===== config.mk =====
export PLATFORM = sky130hd
export DESIGN_NAME = pkcs7_pad_unpad_stream
export DESIGN_NICKNAME = d
export VERILOG_FILES = /design/src/sv/p7pu_pkg.sv /design/src/sv/p7pu_dp.sv /design/src/sv/p7pu_ctrl.sv /design/src/sv/pkcs7_pad_unpad_stream.sv
export SDC_FILE = /design/constraint.sdc
export NUM_CORES = 1
export LEC_CHECK = 0
export BUFFER_PORTS_ARGS = -buffer_cell sky130_fd_sc_hd__buf_2
export CORE_MARGIN = 3
export CORE_UTILIZATION = 50
export DETAILED_ROUTE_END_ITERATION = 12
export GPL_TIMING_DRIVEN = 0
export PLACE_DENSITY = 0.77
export SLEW_MARGIN = 20
export SYNTH_ARGS = -nofsm -noshare
export SYNTH_HDL_FRONTEND = slang
export SYNTH_SLANG_ARGS = --single-unit

===== constraint.sdc =====
create_clock -name i_clk -period 12.3 [get_ports i_clk]
set_input_delay 0.615 -clock i_clk [delete_from_list [all_inputs] [get_ports i_clk]]
set_output_delay 0.615 -clock i_clk [all_outputs]
set_load 0.02 [all_outputs]

===== src/sv/p7pu_pkg.sv =====
// Shared constants, state and command types for the padding stream block.
// No dependencies; every other file refers to this package by scoped names.
`default_nettype none

package p7pu_pkg;

    localparam int BLOCK_BYTES = 16;
    localparam int BYTE_W      = 8;
    localparam int IDX_W       = $clog2(BLOCK_BYTES);
    localparam int CNT_W       = $clog2(BLOCK_BYTES + 1);

    typedef enum logic [1:0] {
        S_IDLE,
        S_PAD,
        S_CHECK,
        S_DRAIN
    } t_state;

    typedef enum logic [2:0] {
        EM_NONE,
        EM_PAD,
        EM_FAIL,
        EM_EMPTY,
        EM_KEEP
    } t_emit;

    typedef struct packed {
        logic             take;
        t_emit            emit;
        logic [IDX_W-1:0] idx;
    } t_cmd;

    typedef struct packed {
        logic mode;
        logic out_free;
        logic pad_ok;
        logic match;
        logic pad_done;
        logic keep_zero;
        logic keep_done;
        logic pad_last;
    } t_sts;

endpackage

`default_nettype wire


===== src/sv/p7pu_dp.sv =====
// Datapath: mode register, message counters, hold window and result register.
// Depends on p7pu_pkg; driven by p7pu_ctrl through t_cmd, reports through t_sts.
`default_nettype none

module p7pu_dp (
    input  wire logic                          i_clk,
    input  wire logic                          i_rst_n,
    input  wire logic                          i_cfg_we,
    input  wire logic                          i_cfg_data,
    input  wire logic [p7pu_pkg::BYTE_W-1:0]   i_data_byte,
    input  wire logic                          i_has_data,
    input  wire logic                          i_msg_end,
    input  wire logic                          i_res_stall,
    input  wire p7pu_pkg::t_cmd                i_cmd,
    output p7pu_pkg::t_sts                     o_sts,
    output logic                               o_res_valid,
    output logic [p7pu_pkg::BYTE_W-1:0]        o_out_byte,
    output logic                               o_out_valid,
    output logic                               o_out_last,
    output logic                               o_status
);

    logic                          r_mode;
    logic [p7pu_pkg::CNT_W-1:0]    r_count, n_count;
    logic [p7pu_pkg::IDX_W-1:0]    r_len, n_len;
    logic                          r_seen, n_seen;
    logic                          r_shape_ok, n_shape_ok;
    logic [p7pu_pkg::BYTE_W-1:0]   r_pad_val, n_pad_val;
    logic [p7pu_pkg::BYTE_W-1:0]   r_win [p7pu_pkg::BLOCK_BYTES];

    logic                          r_ov, n_ov;
    logic [p7pu_pkg::BYTE_W-1:0]   r_ob, n_ob;
    logic                          r_ovd, n_ovd;
    logic                          r_ol, n_ol;
    logic                          r_os, n_os;

    logic                          full;
    logic [p7pu_pkg::IDX_W-1:0]    len_inc;
    logic [p7pu_pkg::IDX_W-1:0]    rd_addr;
    logic [p7pu_pkg::BYTE_W-1:0]   rd_byte;
    logic [p7pu_pkg::BYTE_W-1:0]   pad;
    logic [p7pu_pkg::BYTE_W-1:0]   idx_p1;
    logic [p7pu_pkg::BYTE_W-1:0]   blk;
    logic                          out_free;

    assign blk      = p7pu_pkg::BYTE_W'(p7pu_pkg::BLOCK_BYTES);
    assign full     = (r_count == p7pu_pkg::CNT_W'(p7pu_pkg::BLOCK_BYTES));
    assign len_inc  = (r_len == p7pu_pkg::IDX_W'(p7pu_pkg::BLOCK_BYTES - 1)) ?
                      '0 : r_len + 1'b1;
    assign rd_addr  = (i_cmd.emit == p7pu_pkg::EM_KEEP) ? i_cmd.idx :
                      p7pu_pkg::IDX_W'(p7pu_pkg::BLOCK_BYTES - 1) - i_cmd.idx;
    assign rd_byte  = r_win[rd_addr];
    assign pad      = r_win[p7pu_pkg::BLOCK_BYTES-1];
    assign idx_p1   = p7pu_pkg::BYTE_W'(i_cmd.idx) + 1'b1;
    assign out_free = !r_ov || !i_res_stall;

    always_comb begin
        o_sts.mode      = r_mode;
        o_sts.out_free  = out_free;
        o_sts.pad_ok    = r_shape_ok && (pad != '0) && (pad <= blk);
        o_sts.match     = (rd_byte == pad);
        o_sts.pad_done  = (idx_p1 == pad);
        o_sts.keep_zero = (pad == blk);
        o_sts.keep_done = (idx_p1 == blk - pad);
        o_sts.pad_last  = (idx_p1 == r_pad_val);
    end

    // message counters
    always_comb begin
        n_count    = r_count;
        n_len      = r_len;
        n_seen     = r_seen;
        n_shape_ok = r_shape_ok;
        n_pad_val  = r_pad_val;
        if (i_cfg_we) begin
            n_count = '0;
            n_len   = '0;
            n_seen  = 1'b0;
        end else if (i_cmd.take) begin
            if (i_has_data) begin
                n_len  = len_inc;
                n_seen = 1'b1;
                if (r_mode && !full) begin
                    n_count = r_count + 1'b1;
                end
            end
            if (i_msg_end) begin
                n_shape_ok = n_seen && (n_len == '0) &&
                             (n_count == p7pu_pkg::CNT_W'(p7pu_pkg::BLOCK_BYTES));
                n_pad_val  = blk - p7pu_pkg::BYTE_W'(n_len);
                n_count    = '0;
                n_len      = '0;
                n_seen     = 1'b0;
            end
        end
    end

    // result register
    always_comb begin
        n_ov  = r_ov && i_res_stall;
        n_ob  = r_ob;
        n_ovd = r_ovd;
        n_ol  = r_ol;
        n_os  = r_os;
        if (i_cmd.take && i_has_data && (!r_mode || full)) begin
            n_ov  = 1'b1;
            n_ob  = r_mode ? r_win[0] : i_data_byte;
            n_ovd = 1'b1;
            n_ol  = 1'b0;
            n_os  = 1'b0;
        end else begin
            case (i_cmd.emit)
                p7pu_pkg::EM_PAD: begin
                    n_ov  = 1'b1;
                    n_ob  = r_pad_val;
                    n_ovd = 1'b1;
                    n_ol  = o_sts.pad_last;
                    n_os  = 1'b0;
                end
                p7pu_pkg::EM_FAIL: begin
                    n_ov  = 1'b1;
                    n_ob  = '0;
                    n_ovd = 1'b0;
                    n_ol  = 1'b1;
                    n_os  = 1'b1;
                end
                p7pu_pkg::EM_EMPTY: begin
                    n_ov  = 1'b1;
                    n_ob  = '0;
                    n_ovd = 1'b0;
                    n_ol  = 1'b1;
                    n_os  = 1'b0;
                end
                p7pu_pkg::EM_KEEP: begin
                    n_ov  = 1'b1;
                    n_ob  = rd_byte;
                    n_ovd = 1'b1;
                    n_ol  = o_sts.keep_done;
                    n_os  = 1'b0;
                end
                default: begin
                end
            endcase
        end
    end

    always_ff @(posedge i_clk) begin
        if (!i_rst_n) begin
            r_mode  <= 1'b0;
            r_count <= '0;
            r_len   <= '0;
            r_seen  <= 1'b0;
            r_ov    <= 1'b0;
        end else begin
            if (i_cfg_we) begin
                r_mode <= i_cfg_data;
            end
            r_count <= n_count;
            r_len   <= n_len;
            r_seen  <= n_seen;
            r_ov    <= n_ov;
        end
    end

    always_ff @(posedge i_clk) begin
        r_shape_ok <= n_shape_ok;
        r_pad_val  <= n_pad_val;
        r_ob       <= n_ob;
        r_ovd      <= n_ovd;
        r_ol       <= n_ol;
        r_os       <= n_os;
    end

    // shift the newest byte in at the top, oldest falls out of entry 0
    always_ff @(posedge i_clk) begin
        if (i_cmd.take && i_has_data && r_mode) begin
            for (int k = 0; k < p7pu_pkg::BLOCK_BYTES - 1; k++) begin
                r_win[k] <= r_win[k+1];
            end
            r_win[p7pu_pkg::BLOCK_BYTES-1] <= i_data_byte;
        end
    end

    assign o_res_valid = r_ov;
    assign o_out_byte  = r_ob;
    assign o_out_valid = r_ovd;
    assign o_out_last  = r_ol;
    assign o_status    = r_os;

endmodule

`default_nettype wire


===== src/sv/p7pu_ctrl.sv =====
// Controller: state machine that sequences pass-through, pad emission,
// pad check and drain. Depends on p7pu_pkg; drives p7pu_dp through t_cmd.
`default_nettype none

module p7pu_ctrl (
    input  wire logic             i_clk,
    input  wire logic             i_rst_n,
    input  wire logic             i_in_valid,
    input  wire logic             i_msg_end,
    input  wire p7pu_pkg::t_sts   i_sts,
    output logic                  o_in_stall,
    output p7pu_pkg::t_cmd        o_cmd
);

    p7pu_pkg::t_state             r_state, n_state;
    logic [p7pu_pkg::IDX_W-1:0]   r_idx, n_idx;

    always_ff @(posedge i_clk) begin
        if (!i_rst_n) begin
            r_state <= p7pu_pkg::S_IDLE;
            r_idx   <= '0;
        end else begin
            r_state <= n_state;
            r_idx   <= n_idx;
        end
    end

    always_comb begin
        n_state    = r_state;
        n_idx      = r_idx;
        o_in_stall = 1'b1;
        o_cmd.take = 1'b0;
        o_cmd.emit = p7pu_pkg::EM_NONE;
        o_cmd.idx  = r_idx;
        case (r_state)
            p7pu_pkg::S_IDLE: begin
                o_in_stall = !i_sts.out_free;
                o_cmd.take = i_in_valid && i_sts.out_free;
                if (o_cmd.take && i_msg_end) begin
                    n_idx   = '0;
                    n_state = i_sts.mode ? p7pu_pkg::S_CHECK : p7pu_pkg::S_PAD;
                end
            end
            p7pu_pkg::S_PAD: begin
                if (i_sts.out_free) begin
                    o_cmd.emit = p7pu_pkg::EM_PAD;
                    if (i_sts.pad_last) begin
                        n_state = p7pu_pkg::S_IDLE;
                    end else begin
                        n_idx = r_idx + 1'b1;
                    end
                end
            end
            p7pu_pkg::S_CHECK: begin
                if (!i_sts.pad_ok || !i_sts.match) begin
                    if (i_sts.out_free) begin
                        o_cmd.emit = p7pu_pkg::EM_FAIL;
                        n_state    = p7pu_pkg::S_IDLE;
                    end
                end else if (i_sts.pad_done) begin
                    if (i_sts.keep_zero) begin
                        if (i_sts.out_free) begin
                            o_cmd.emit = p7pu_pkg::EM_EMPTY;
                            n_state    = p7pu_pkg::S_IDLE;
                        end
                    end else begin
                        n_idx   = '0;
                        n_state = p7pu_pkg::S_DRAIN;
                    end
                end else begin
                    n_idx = r_idx + 1'b1;
                end
            end
            p7pu_pkg::S_DRAIN: begin
                if (i_sts.out_free) begin
                    o_cmd.emit = p7pu_pkg::EM_KEEP;
                    if (i_sts.keep_done) begin
                        n_state = p7pu_pkg::S_IDLE;
                    end else begin
                        n_idx = r_idx + 1'b1;
                    end
                end
            end
            default: begin
                n_state = p7pu_pkg::S_IDLE;
            end
        endcase
    end

    a_emit_room: assert property (@(posedge i_clk) disable iff (!i_rst_n)
        (o_cmd.emit != p7pu_pkg::EM_NONE) |-> i_sts.out_free)
        else $error("result issued while result register is blocked");

    a_end_leaves_idle: assert property (@(posedge i_clk) disable iff (!i_rst_n)
        (o_cmd.take && i_msg_end) |=> (r_state != p7pu_pkg::S_IDLE))
        else $error("message end did not start the end sequence");

    a_drain_pad_valid: assert property (@(posedge i_clk) disable iff (!i_rst_n)
        (r_state == p7pu_pkg::S_DRAIN) |-> (i_sts.pad_ok && !i_sts.keep_zero))
        else $error("drain entered without a valid pad");

endmodule

`default_nettype wire


===== src/sv/pkcs7_pad_unpad_stream.sv =====
// Byte-stream padder and unpadder for 16-byte blocks (PKCS#7 style).
// Top level; depends on p7pu_pkg, p7pu_ctrl and p7pu_dp.
// Rate: one byte per cycle while a message streams and the result register
// is free. At a message end the input stalls while the end sequence runs
// from the single result register: in pad mode it emits the N pad bytes
// (1..16); in unpad mode it checks the P pad bytes one per cycle through the
// window's one read port (P = pad value, 1..16; fewer when a pad byte
// mismatches, only one when the length or the pad value is wrong), then
// drains the 16 - P kept bytes. Output stalls hold every result-issuing step.
// Writing the mode aborts the current message; write it only while idle.
`default_nettype none

module pkcs7_pad_unpad_stream (
    input  wire logic                          i_clk,
    input  wire logic                          i_rst_n,
    input  wire logic                          i_cfg_we,
    input  wire logic                          i_cfg_data,
    input  wire logic                          i_in_valid,
    output logic                               o_in_stall,
    input  wire logic [p7pu_pkg::BYTE_W-1:0]   i_data_byte,
    input  wire logic                          i_has_data,
    input  wire logic                          i_msg_end,
    output logic                               o_res_valid,
    input  wire logic                          i_res_stall,
    output logic [p7pu_pkg::BYTE_W-1:0]        o_out_byte,
    output logic                               o_out_valid,
    output logic                               o_out_last,
    output logic                               o_status
);

    p7pu_pkg::t_cmd cmd;
    p7pu_pkg::t_sts sts;

    p7pu_ctrl u_ctrl (
        .i_clk      (i_clk),
        .i_rst_n    (i_rst_n),
        .i_in_valid (i_in_valid),
        .i_msg_end  (i_msg_end),
        .i_sts      (sts),
        .o_in_stall (o_in_stall),
        .o_cmd      (cmd)
    );

    p7pu_dp u_dp (
        .i_clk       (i_clk),
        .i_rst_n     (i_rst_n),
        .i_cfg_we    (i_cfg_we),
        .i_cfg_data  (i_cfg_data),
        .i_data_byte (i_data_byte),
        .i_has_data  (i_has_data),
        .i_msg_end   (i_msg_end),
        .i_res_stall (i_res_stall),
        .i_cmd       (cmd),
        .o_sts       (sts),
        .o_res_valid (o_res_valid),
        .o_out_byte  (o_out_byte),
        .o_out_valid (o_out_valid),
        .o_out_last  (o_out_last),
        .o_status    (o_status)
    );

endmodule

`default_nettype wire

; ---- Word-level counts from Yosys, hierarchy flattened
; Memories as Yosys holds them, arrays and structs flattened.
; Cells that the tools add are included.
; W data, S select, Z words.
[totals]
ff_bits = 38
ram_bits = 128
inputBits = 16
out_inout_bits = 13
elab_cells = 140
mem_count = 1
[op_classes]
n_addsub = 7
n_lt_le_gt_ge = 1
eq_ne = 25
mux = 55
n_bitwise = 2
n_reduce_logical = 36
[memory_table]
columns = memory, words, width, rd, rd_ports_with_merged_regs, wr, line
row1 = u_dp.r_win, 16, 8, 17, 0, 16, p7pu_dp.sv:29  ; logic [p7pu_pkg::BYTE_W-1:0] r_win [p7pu_pkg::BLOCK_BYTES];
[ops]
columns = op, n
row1 = $mux W4, 14
row2 = $eq A8 B8 Y1, 4
row3 = $mux W5, 5
row4 = $mux W2, 12
row5 = $pmux W8 S3, 1
row6 = $mux W8, 2
row7 = $pmux W4 S4, 1
row8 = $mux W3, 4
row9 = $logic_and A1 B1 Y1, 11
row10 = $mux W1, 11
row11 = $eq A5 B5 Y1 const B, 2
row12 = $ne A2 B2 Y1 const B, 5
row13 = $pmux W3 S3, 1
row14 = $add A4 B1 Y4 const B, 2
row15 = $eq A8 B5 Y1 const B, 1
row16 = $le A8 B5 Y1 const B, 1
row17 = $pmux W2 S4, 1
row18 = $reduce_bool A8 Y1, 1
row19 = $sub A5 B8 Y8 const A, 1
row20 = $logic_not A1 Y1, 7
row21 = $reduce_and A7 Y1, 1
row22 = $eq A3 B2 Y1 const B, 2
row23 = $ne A2 B1 Y1 const B, 3
row24 = $reduce_and A6 Y1, 1
row25 = other kinds (24), 32

; ---- Depth between registers and ports, before layout
; Gate-level depths: netlist of run 1.
[logic_depth]
ltp_mapped = 15
ltp_nobuf = 11

; ---- By module
; A second synthesis of run 1 with hierarchy kept.
[unflattened]
cells_unflattened = 703
hier_area_um2 = 8824.7
[by_module_without_submodules]
columns = mod, instances, cells_per_inst, area_per_inst_um2, seq_area_each_um2
row1 = p7pu_dp, 1, 646, 8364.3, 4564.4
row2 = p7pu_ctrl, 1, 57, 460.4, 120.1

; ---- Worst setup path before layout of run 1
; OpenSTA, ideal clock, no wires.
[synth_path]
path_type = input -> register
startpoint = input i_res_stall
endpoint = memory u_dp.r_win[0][0] in the netlist's numbering, enable pin
setup_time_ns = 0.503
arrival_time_ns = 4.180
t_required_ns = 11.797
setup_slack_ns = 7.617
cell_stages = 4
path_buffers = 1
path_cell_list = nand2_1 > and3_1 > clkbuf_1 > and3_1
[synth_lines]
columns = item, line
row1 = from (decl), pkcs7_pad_unpad_stream.sv:24  ; input wire logic i_res_stall,
row2 = to (decl), p7pu_dp.sv:29

==> key figures, run 1 <==
Clock network
  – Clock buffer depth: 2
  – Cts hold-fix bufs: 0
  – CTS H-tree lvls: 4
  – CTS tree: yes
  – Root buffer cell: clkbuf_16
  – Clk_lat worst skew: 0.43 ns
  – # clock sinks: 163
  – CTS buffer count: 17
  – Clock Pin Slew Worst Setup and Hold Paths: around 0.07 ns
  – PostCTS Resize Cnt: 0
  – # Post-CTS Setup Buffers: 0

Cells and area
  – Area delta synth->final: 13.0%
  – Share of layout cells above drive strength 1: 0.204
  – N_diodes: 0
  – Most frequent cells in the layout: 142 x edfxtp_1, 41 x mux2i_1, 38 x buf_2
  – Layout Nets: 588
  – Most common cell after layout, fill and taps aside: edfxtp_1
  – Fill cells: between 1000 and 1500
  – Finished Layout Cells: roughly 760

Routing
  – Remaining antenna violation count: 0
  – Routed WL per cell: 21.4 um
  – Via Count: 4640
  – Final WL: 16.3 mm
  – Starting DRT DRC Count: 567
  – Remaining DRCs: 0
  – DR vias/cell: 6.08
  – 1st-pass router iterations: 6

Logic synthesis
  – Post-synthesis mux area share: 0.137
  – Synth warn: 19
  – Post-synthesis sequential area ratio: 0.623
  – Main synth FF type: edfxtp_1
  – Flops & latches, synth: roughly 160
  – Post-Synthesis Cells: 518
  – Mapped cell area: 7520 um2
  – Netlist cell types: 65
  – Post-synth net total: 540
  – Post-synth EDFFs: 142
  – Syn_area_per_cell: between 10 and 15 um2
  – Synth Area in XOR/XNOR: 0.0351
  – Post-synthesis adder-cell area fraction: 0.00998
  – Area share of and/or/nand/nor cells after synthesis: 0.0843
  – Async set-reset flop share out of synthesis: 0
  – Compound-Gate Fraction of Synth Area: 0.0823
  – Largest family of logic cells by synthesized area: multiplexers

Timing
  – Setup violators final: 0
  – Measured slew at the worst slew-check pin: 1.04 ns
  – Fin crit share: 0.394
  – Minimum clock period: 4.84 ns
  – Max Fclk: between 200 and 250 MHz
  – Sum of negative setup slack: 0 ns
  – RSZ-0062 raised after global routing: no
  – Hold Vio Cnt, Final: 0
  – Slew Limit Headroom: 0.305
  – Clock Skews: around 0.010 ns
  – Max-slew violation count: 0

Global route
  – Largest net degree at the start of global routing: a little under 50
  – Global-route wire length before repair: roughly 26 mm
  – Number of global-route vias before repair: 4564
  – Initial antenna violation count: 0
  – GR Overflow Total: 0
  – Global-route usage over all layers: 0.207

Place
  – Placed Cells incl. Taps: 731
  – Gpl congestion: 0.912
  – Buffers on Ports: 27
  – Hpwl dp: 11.1 mm

Floorplanning
  – Die width: roughly 130 um
  – Row cnt: between 40 and 50
  – Starting Density: 0.514
  – Number of I/O pins: 29
  – Core ar.: between 10000 and 15000 um2
  – Die area: 16500 um2
  – Die Y: 129 um

Setup path
  – Reg2Reg Setup Slack: about 7.5 ns
  – Worst setup SP type: register
  – Critical path startpoint: u_ctrl.r_state[0]
  – Crit Reg-Reg Startpoint: u_ctrl.r_state[0]
  – Critical path arrival: roughly 5.0 ns
  – CP max FO: 10
  – Reg2reg end: u_dp.o_out_byte[7]
  – Worst EP required: 12.42 ns
  – CP Capture Type: register
  – Critical path class: reg -> reg
  – Worst R2R Path Depth: 13

Worst hold path
  – Min-delay src: i_data_byte[5]
  – Worst Hold End: u_dp.r_win[15][5]
  – HP Class: in -> reg
  – Worst Hold Path Cells: 1

Power
  – PwrDens: 150 nW/um2
  – VDD IR max: 0.112 mV
  – Leakage power: 3.01 nW

Status
  – Status: complete, no violations

Run
  – Max cap viols: 0
layer usage:
| layer | GRT usage | up-vias | wire [um] |
|---|---|---|---|
| met5 | 0 | - | 0 |
| li1 | - | 2126 | - |
| met2 | 0.313 | 201 | 7570 |
| met4 | 0.0636 | 0 | 266 |
| met1 | 0.301 | 2291 | 7280 |
| met3 | 0.0502 | 22 | 1220 |
registers in the layout, indices dropped and copies added, names as in the netlist, 2 cells and up:
signal,cells
u_ctrl.r_idx,4
u_ctrl.r_state,2
u_dp.o_out_byte,8
u_dp.r_count,5
u_dp.r_len,4
u_dp.r_pad_val,5
u_dp.r_win,128
worst max path at each step:
stage,endpoint,cells past startpoint
finish,u_dp.o_out_byte[7],13
global route,u_dp.o_out_byte[7],14
CTS,u_dp.o_out_byte[2],13
detailed placement,u_dp.o_out_byte[2],15
global placement,u_dp.r_win[2][2],5
floorplan,u_dp.r_win[0][0],4
per-stage QoR:
stage | hold slack [ns] | utilization | cell area, um2 | worst slack [ns] | power (mW)
after floorplan | 0.417 | - | 7520 | 7.62 | 0.730
after global placement | 0.425 | 0.539 | 7890 | 6.48 | 0.768
after detailed placement | 0.427 | 0.542 | 7930 | 7.44 | 0.771
after CTS | 0.358 | 0.580 | 8500 | 7.48 | 1.28
after global routing | 0.361 | 0.580 | 8500 | 7.12 | 1.32
final | 0.376 | 0.580 | 8500 | 7.46 | 1.28
synthesized netlist by cell type (all sizes together), types with 3 or more instances:
cell type,n,area (um2)
o31ai,4,43.8
and3,8,50.1
a211oi,3,22.5
mux2i,41,410
clkbuf,8,30.0
and2,4,25.0
nand4,3,25.0
nand3,14,70.1
o32ai,3,26.3
xor2,12,105
edfxtp,142,4260
a22oi,8,60.1
a311o,4,40.0
ha,6,75.1
o21ai,15,75.1
inv,17,63.8
nand2,26,100
nor2,34,130
buf,18,116
o2111ai,4,47.6
nor3,8,51.3
mux2,7,78.8
dfxtp,21,420
o22ai,6,37.5
nor4,3,18.8
xnor2,13,114
nand2b,8,50.1
nor2b,4,25.0
mux4,24,544
a21oi,19,95.1
area by class of cell:
class                      count  area [um2]  area share
sequential                   163        4680       0.551
multi-input combinational    312        2630       0.310
clock buffer                  19         433      0.0509
tap                          184         230      0.0271
timing repair buffer          29         175      0.0206
buffer                        26         146      0.0172
clock inverter                13         135      0.0159
inverter                      17        63.8     0.00751
cell families after synthesis:
family	count (synthesis)
buffers and inverters	43
adder cells (fa/ha/maj)	6
AO/OA/AOI/OAI	85
flip-flops	163
XOR/XNOR	27
multiplexers	72
AND/OR/NAND/NOR	122
power by group:
group | switching [mW] | internal, mW | total (mW) | leakage (nW)
Sequential | 0.0133 | 0.619 | 0.633 | 1.46
Combinational | 0.0821 | 0.0481 | 0.130 | 1.30
Clock | 0.218 | 0.298 | 0.515 | 0.257
Total | 0.313 | 0.965 | 1.28 | 3.01
worst max-delay path, stage by stage (launching register included):
cell       delay [ns]
dfxtp_1          0.48
clkbuf_1         0.45
nand3_1          0.26
clkbuf_1         0.35
xor2_1           0.44
buf_6            0.25
mux4_2           0.57
nor4b_1          0.42
a2111oi_2        0.07
nand3_1          0.17
nand4_2          0.19
nor2_1           0.31
a21oi_1          0.15
a211o_1          0.42
No activity file was read; power rests on OpenSTA's default activity.
==> inputs of run 2 (changes only) <==
--- a/config.mk
+++ b/config.mk
@@ -10,7 +10,7 @@
 export CORE_UTILIZATION = 50
 export DETAILED_ROUTE_END_ITERATION = 12
 export GPL_TIMING_DRIVEN = 0
-export PLACE_DENSITY = 0.77
+export PLACE_DENSITY = 0.79
 export SLEW_MARGIN = 20
 export SYNTH_ARGS = -nofsm -noshare
 export SYNTH_HDL_FRONTEND = slang
==> constraint.sdc (replaced) <==
create_clock -name i_clk -period 3.9 [get_ports i_clk]
set_input_delay 0.195 -clock i_clk [delete_from_list [all_inputs] [get_ports i_clk]]
set_output_delay 0.195 -clock i_clk [all_outputs]
set_load 0.02 [all_outputs]
==> run 2 against run 1 <==
  * Critical path depth did not move
  * Non-clock buffer count is 14 higher
  * Highest routed layer unchanged
  * Worst hold slack worse by 0.35 ns
  * Fmax increased by 29%
  * First-iteration DRC count up 1.6%
  * Global-route usage is 0.50 points lower
  * Critical endpoint is now u_dp.o_out_byte[4]
  * Largest cell class unchanged
==> key figures, run 2 (synthesis gave the netlist of run 1 again) <==
Cells and area
  – Most common cell after layout, fill and taps aside: edfxtp_1 (unchanged)
  – Area delta synth->final: 16.1% (was 13.0%)
  – Most frequent cells in the layout: 142 x edfxtp_1, 40 x mux2i_1, 35 x buf_2 (was 142 x edfxtp_1, 41 x mux2i_1, 38 x buf_2)
  – Post-layout util: 0.596 (was 0.580)
  – N_diodes: 0 (unchanged)
  – Layout Nets: 602 (was 588)
  – Share of layout cells above drive strength 1: 0.225 (was 0.204)
  – Register with the most flip-flops: u_dp.r_win (unchanged)
  – Max FFs per register: 128 (unchanged)

Routing
  – Starting DRT DRC Count: 576 (was 567)
  – Remaining DRCs: 0 (unchanged)
  – DR vias/cell: 6.15 (was 6.08)
  – Final WL: 16.1 mm (was 16.3 mm)
  – Via Count: 4766 (was 4640)
  – Routed WL per cell: 20.7 um (was 21.4 um)
  – Remaining antenna violation count: 0 (unchanged)
  – 1st-pass router iterations: 5 (was 6)

Place
  – Gpl congestion: 0.913 (was 0.912)
  – Hpwl dp: 10.9 mm (was 11.1 mm)
  – Post-place setup slack: -0.844 ns (was 7.44 ns)
  – Buffers on Ports: 27 (unchanged)

Setup path
  – Worst EP required: 4.18 ns (was 12.42 ns)
  – CP Capture Type: register (unchanged)
  – Critical path class: reg -> reg (unchanged)
  – Worst setup SP type: register (unchanged)
  – Critical path arrival: 4.03 ns (was 4.97 ns)
  – CP max FO: 10 (unchanged)

Floorplanning
  – Starting Density: 0.514 (unchanged)
  – Die area: 16500 um2 (unchanged)
  – Row cnt: 44 (unchanged)
  – Die Y: 129 um (unchanged)
  – Core ar.: 14600 um2 (unchanged)
  – Number of I/O pins: 29 (unchanged)
  – Die width: 129 um (unchanged)

Timing
  – Max-slew violation count: 0 (unchanged)
  – Fin crit share: 0.962 (was 0.394)
  – Setup violators final: 0 (unchanged)
  – RSZ-0062 raised after global routing: no (unchanged)
  – Max Fclk: 266 MHz (was 206 MHz)
  – Fin Hold WS: 0.0299 ns (was 0.376 ns)
  – Slew Limit Headroom: 0.426 (was 0.305)
  – Measured slew at the worst slew-check pin: 0.861 ns (was 1.04 ns)
  – Final worst slack: 0.146 ns (was 7.46 ns)
  – Clock Skews: 0.00667 ns (was 0.0104 ns)
  – Hold Vio Cnt, Final: 0 (unchanged)
  – Minimum clock period: 3.75 ns (was 4.84 ns)

Status
  – Status: complete, no violations (unchanged)

Power
  – NetSw: 0.960 mW (was 0.313 mW)
  – Pint: 3.18 mW (was 0.965 mW)
  – PwrDens: 474 nW/um2 (was 150 nW/um2)
  – Clk network pwr share: 0.414 (was 0.403)
  – Logic gate share of total power: 0.103 (was 0.102)
  – Flop pwr share: 0.482 (was 0.495)
  – Design Power: 4.14 mW (was 1.28 mW)
  – Leakage power: 3.13 nW (was 3.01 nW)
  – VDD IR max: 0.347 mV (was 0.112 mV)
  – Switch share: 0.232 (was 0.245)

Clock network
  – CTS tree: yes (unchanged)
  – CTS H-tree lvls: 4 (unchanged)
  – # clock sinks: 163 (unchanged)
  – Clock buffer depth: 2 (unchanged)
  – Clk_lat worst skew: 0.43 ns (about the same)
  – Clock Pin Slew Worst Setup and Hold Paths: 0.06 ns (was 0.07 ns)
  – Root buffer cell: clkbuf_16 (unchanged)
  – CTS buffer count: 17 (unchanged)

Worst hold path
  – HP Class: in -> reg (unchanged)

Global route
  – Global-route wire length before repair: 25.3 mm (was 25.9 mm)
  – Global-route usage over all layers: 0.202 (was 0.207)
  – Largest net degree at the start of global routing: 62 (was 49)
  – GR Overflow Total: 0 (unchanged)
  – Number of global-route vias before repair: 4656 (was 4564)
  – Initial antenna violation count: 0 (unchanged)

Run
  – Max cap viols: 0 (unchanged)
-- run 2: cell types whose count changed in the layout (fill, tap and decap cells not counted), sizes merged, moves of 2 or more --
cell | previous run | this run
dlygate4sd3 | 0 | 8
buf | 47 | 54
clkinvlp | 6 | 0
clkinv | 3 | 6
bufinv | 2 | 4
-- run 2: layout make-up --
cell class / count / area (um2)
fillers: 1081 / 5910
flip-flops and latches: 163 / 4690
multi-input cells: 312 / 2670
clock buffers: 19 / 433
repair buffers: 43 / 308
well taps: 184 / 230
plain buffers: 26 / 184
clock inverters: 11 / 161
inverters: 17 / 63.8
-- run 2: path summary, 6_finish.rpt --
kind / startpoint / to / slack (ns) / cells past startpoint
setup / recovery: u_ctrl.r_state[0] / u_dp.o_out_byte[4] / 0.15 / 13
hold / removal: i_cfg_data / u_dp.r_mode / 0.03 / 3
setup reg to reg: u_ctrl.r_state[0] / u_dp.o_out_byte[4] / 0.15 / 13
hold reg to reg: u_dp.r_win[4][6] / u_dp.r_win[3][6] / 0.44 / 0
-- run 2: power by group through the flow --
stage | logic [mW] | clock network [mW] | registers, mW
detailed placement | 0.404 | 0 | 2.03
CTS | 0.419 | 1.74 | 1.99
global placement | 0.392 | 0 | 2.03
global route | 0.462 | 1.81 | 2.00
finish | 0.428 | 1.71 | 2.00
floorplan | 0.253 | 0 | 2.05
-- run 2: timing repair --
item | in CTS | in global routing
pin swaps | 0 | 2
setup buffers | 0 | 6
setup endpoints to repair | 23 | 20
endpoints found under the hold margin | 8 | 0
hold buffers | 8 | 0
resized for setup | 15 | 9
-- run 2: worst max-delay path, stage by stage (launching register included) --
cell       delay (ns)
dfxtp_4          0.41
buf_6            0.17
nand3_2          0.12
clkbuf_8         0.21
xor2_4           0.24
buf_12           0.19
mux4_2           0.56
nor4b_1          0.38
a2111oi_2        0.08
nand3_1          0.15
nand4_2          0.22
nor3_4           0.40
or2_4            0.22
a311o_1          0.23
-- run 2: metal layers --
metal  track usage  vias to the layer above  share of wire
met3        0.0544                       34          0.070
met4        0.0698                        0          0.021
met5             0                        -              0
met2         0.308                      197           0.47
met1         0.285                     2386           0.44
li1              -                     2149              -
-- run 2: per-stage QoR --
step	cell area, um2	TNS (ns)	std cells
floorplan	7520	0	518
global placement	7890	-12.81	729
detailed placement	7940	-13.88	731
CTS	8670	0	769
global route	8730	0	775
finish	8730	0	775
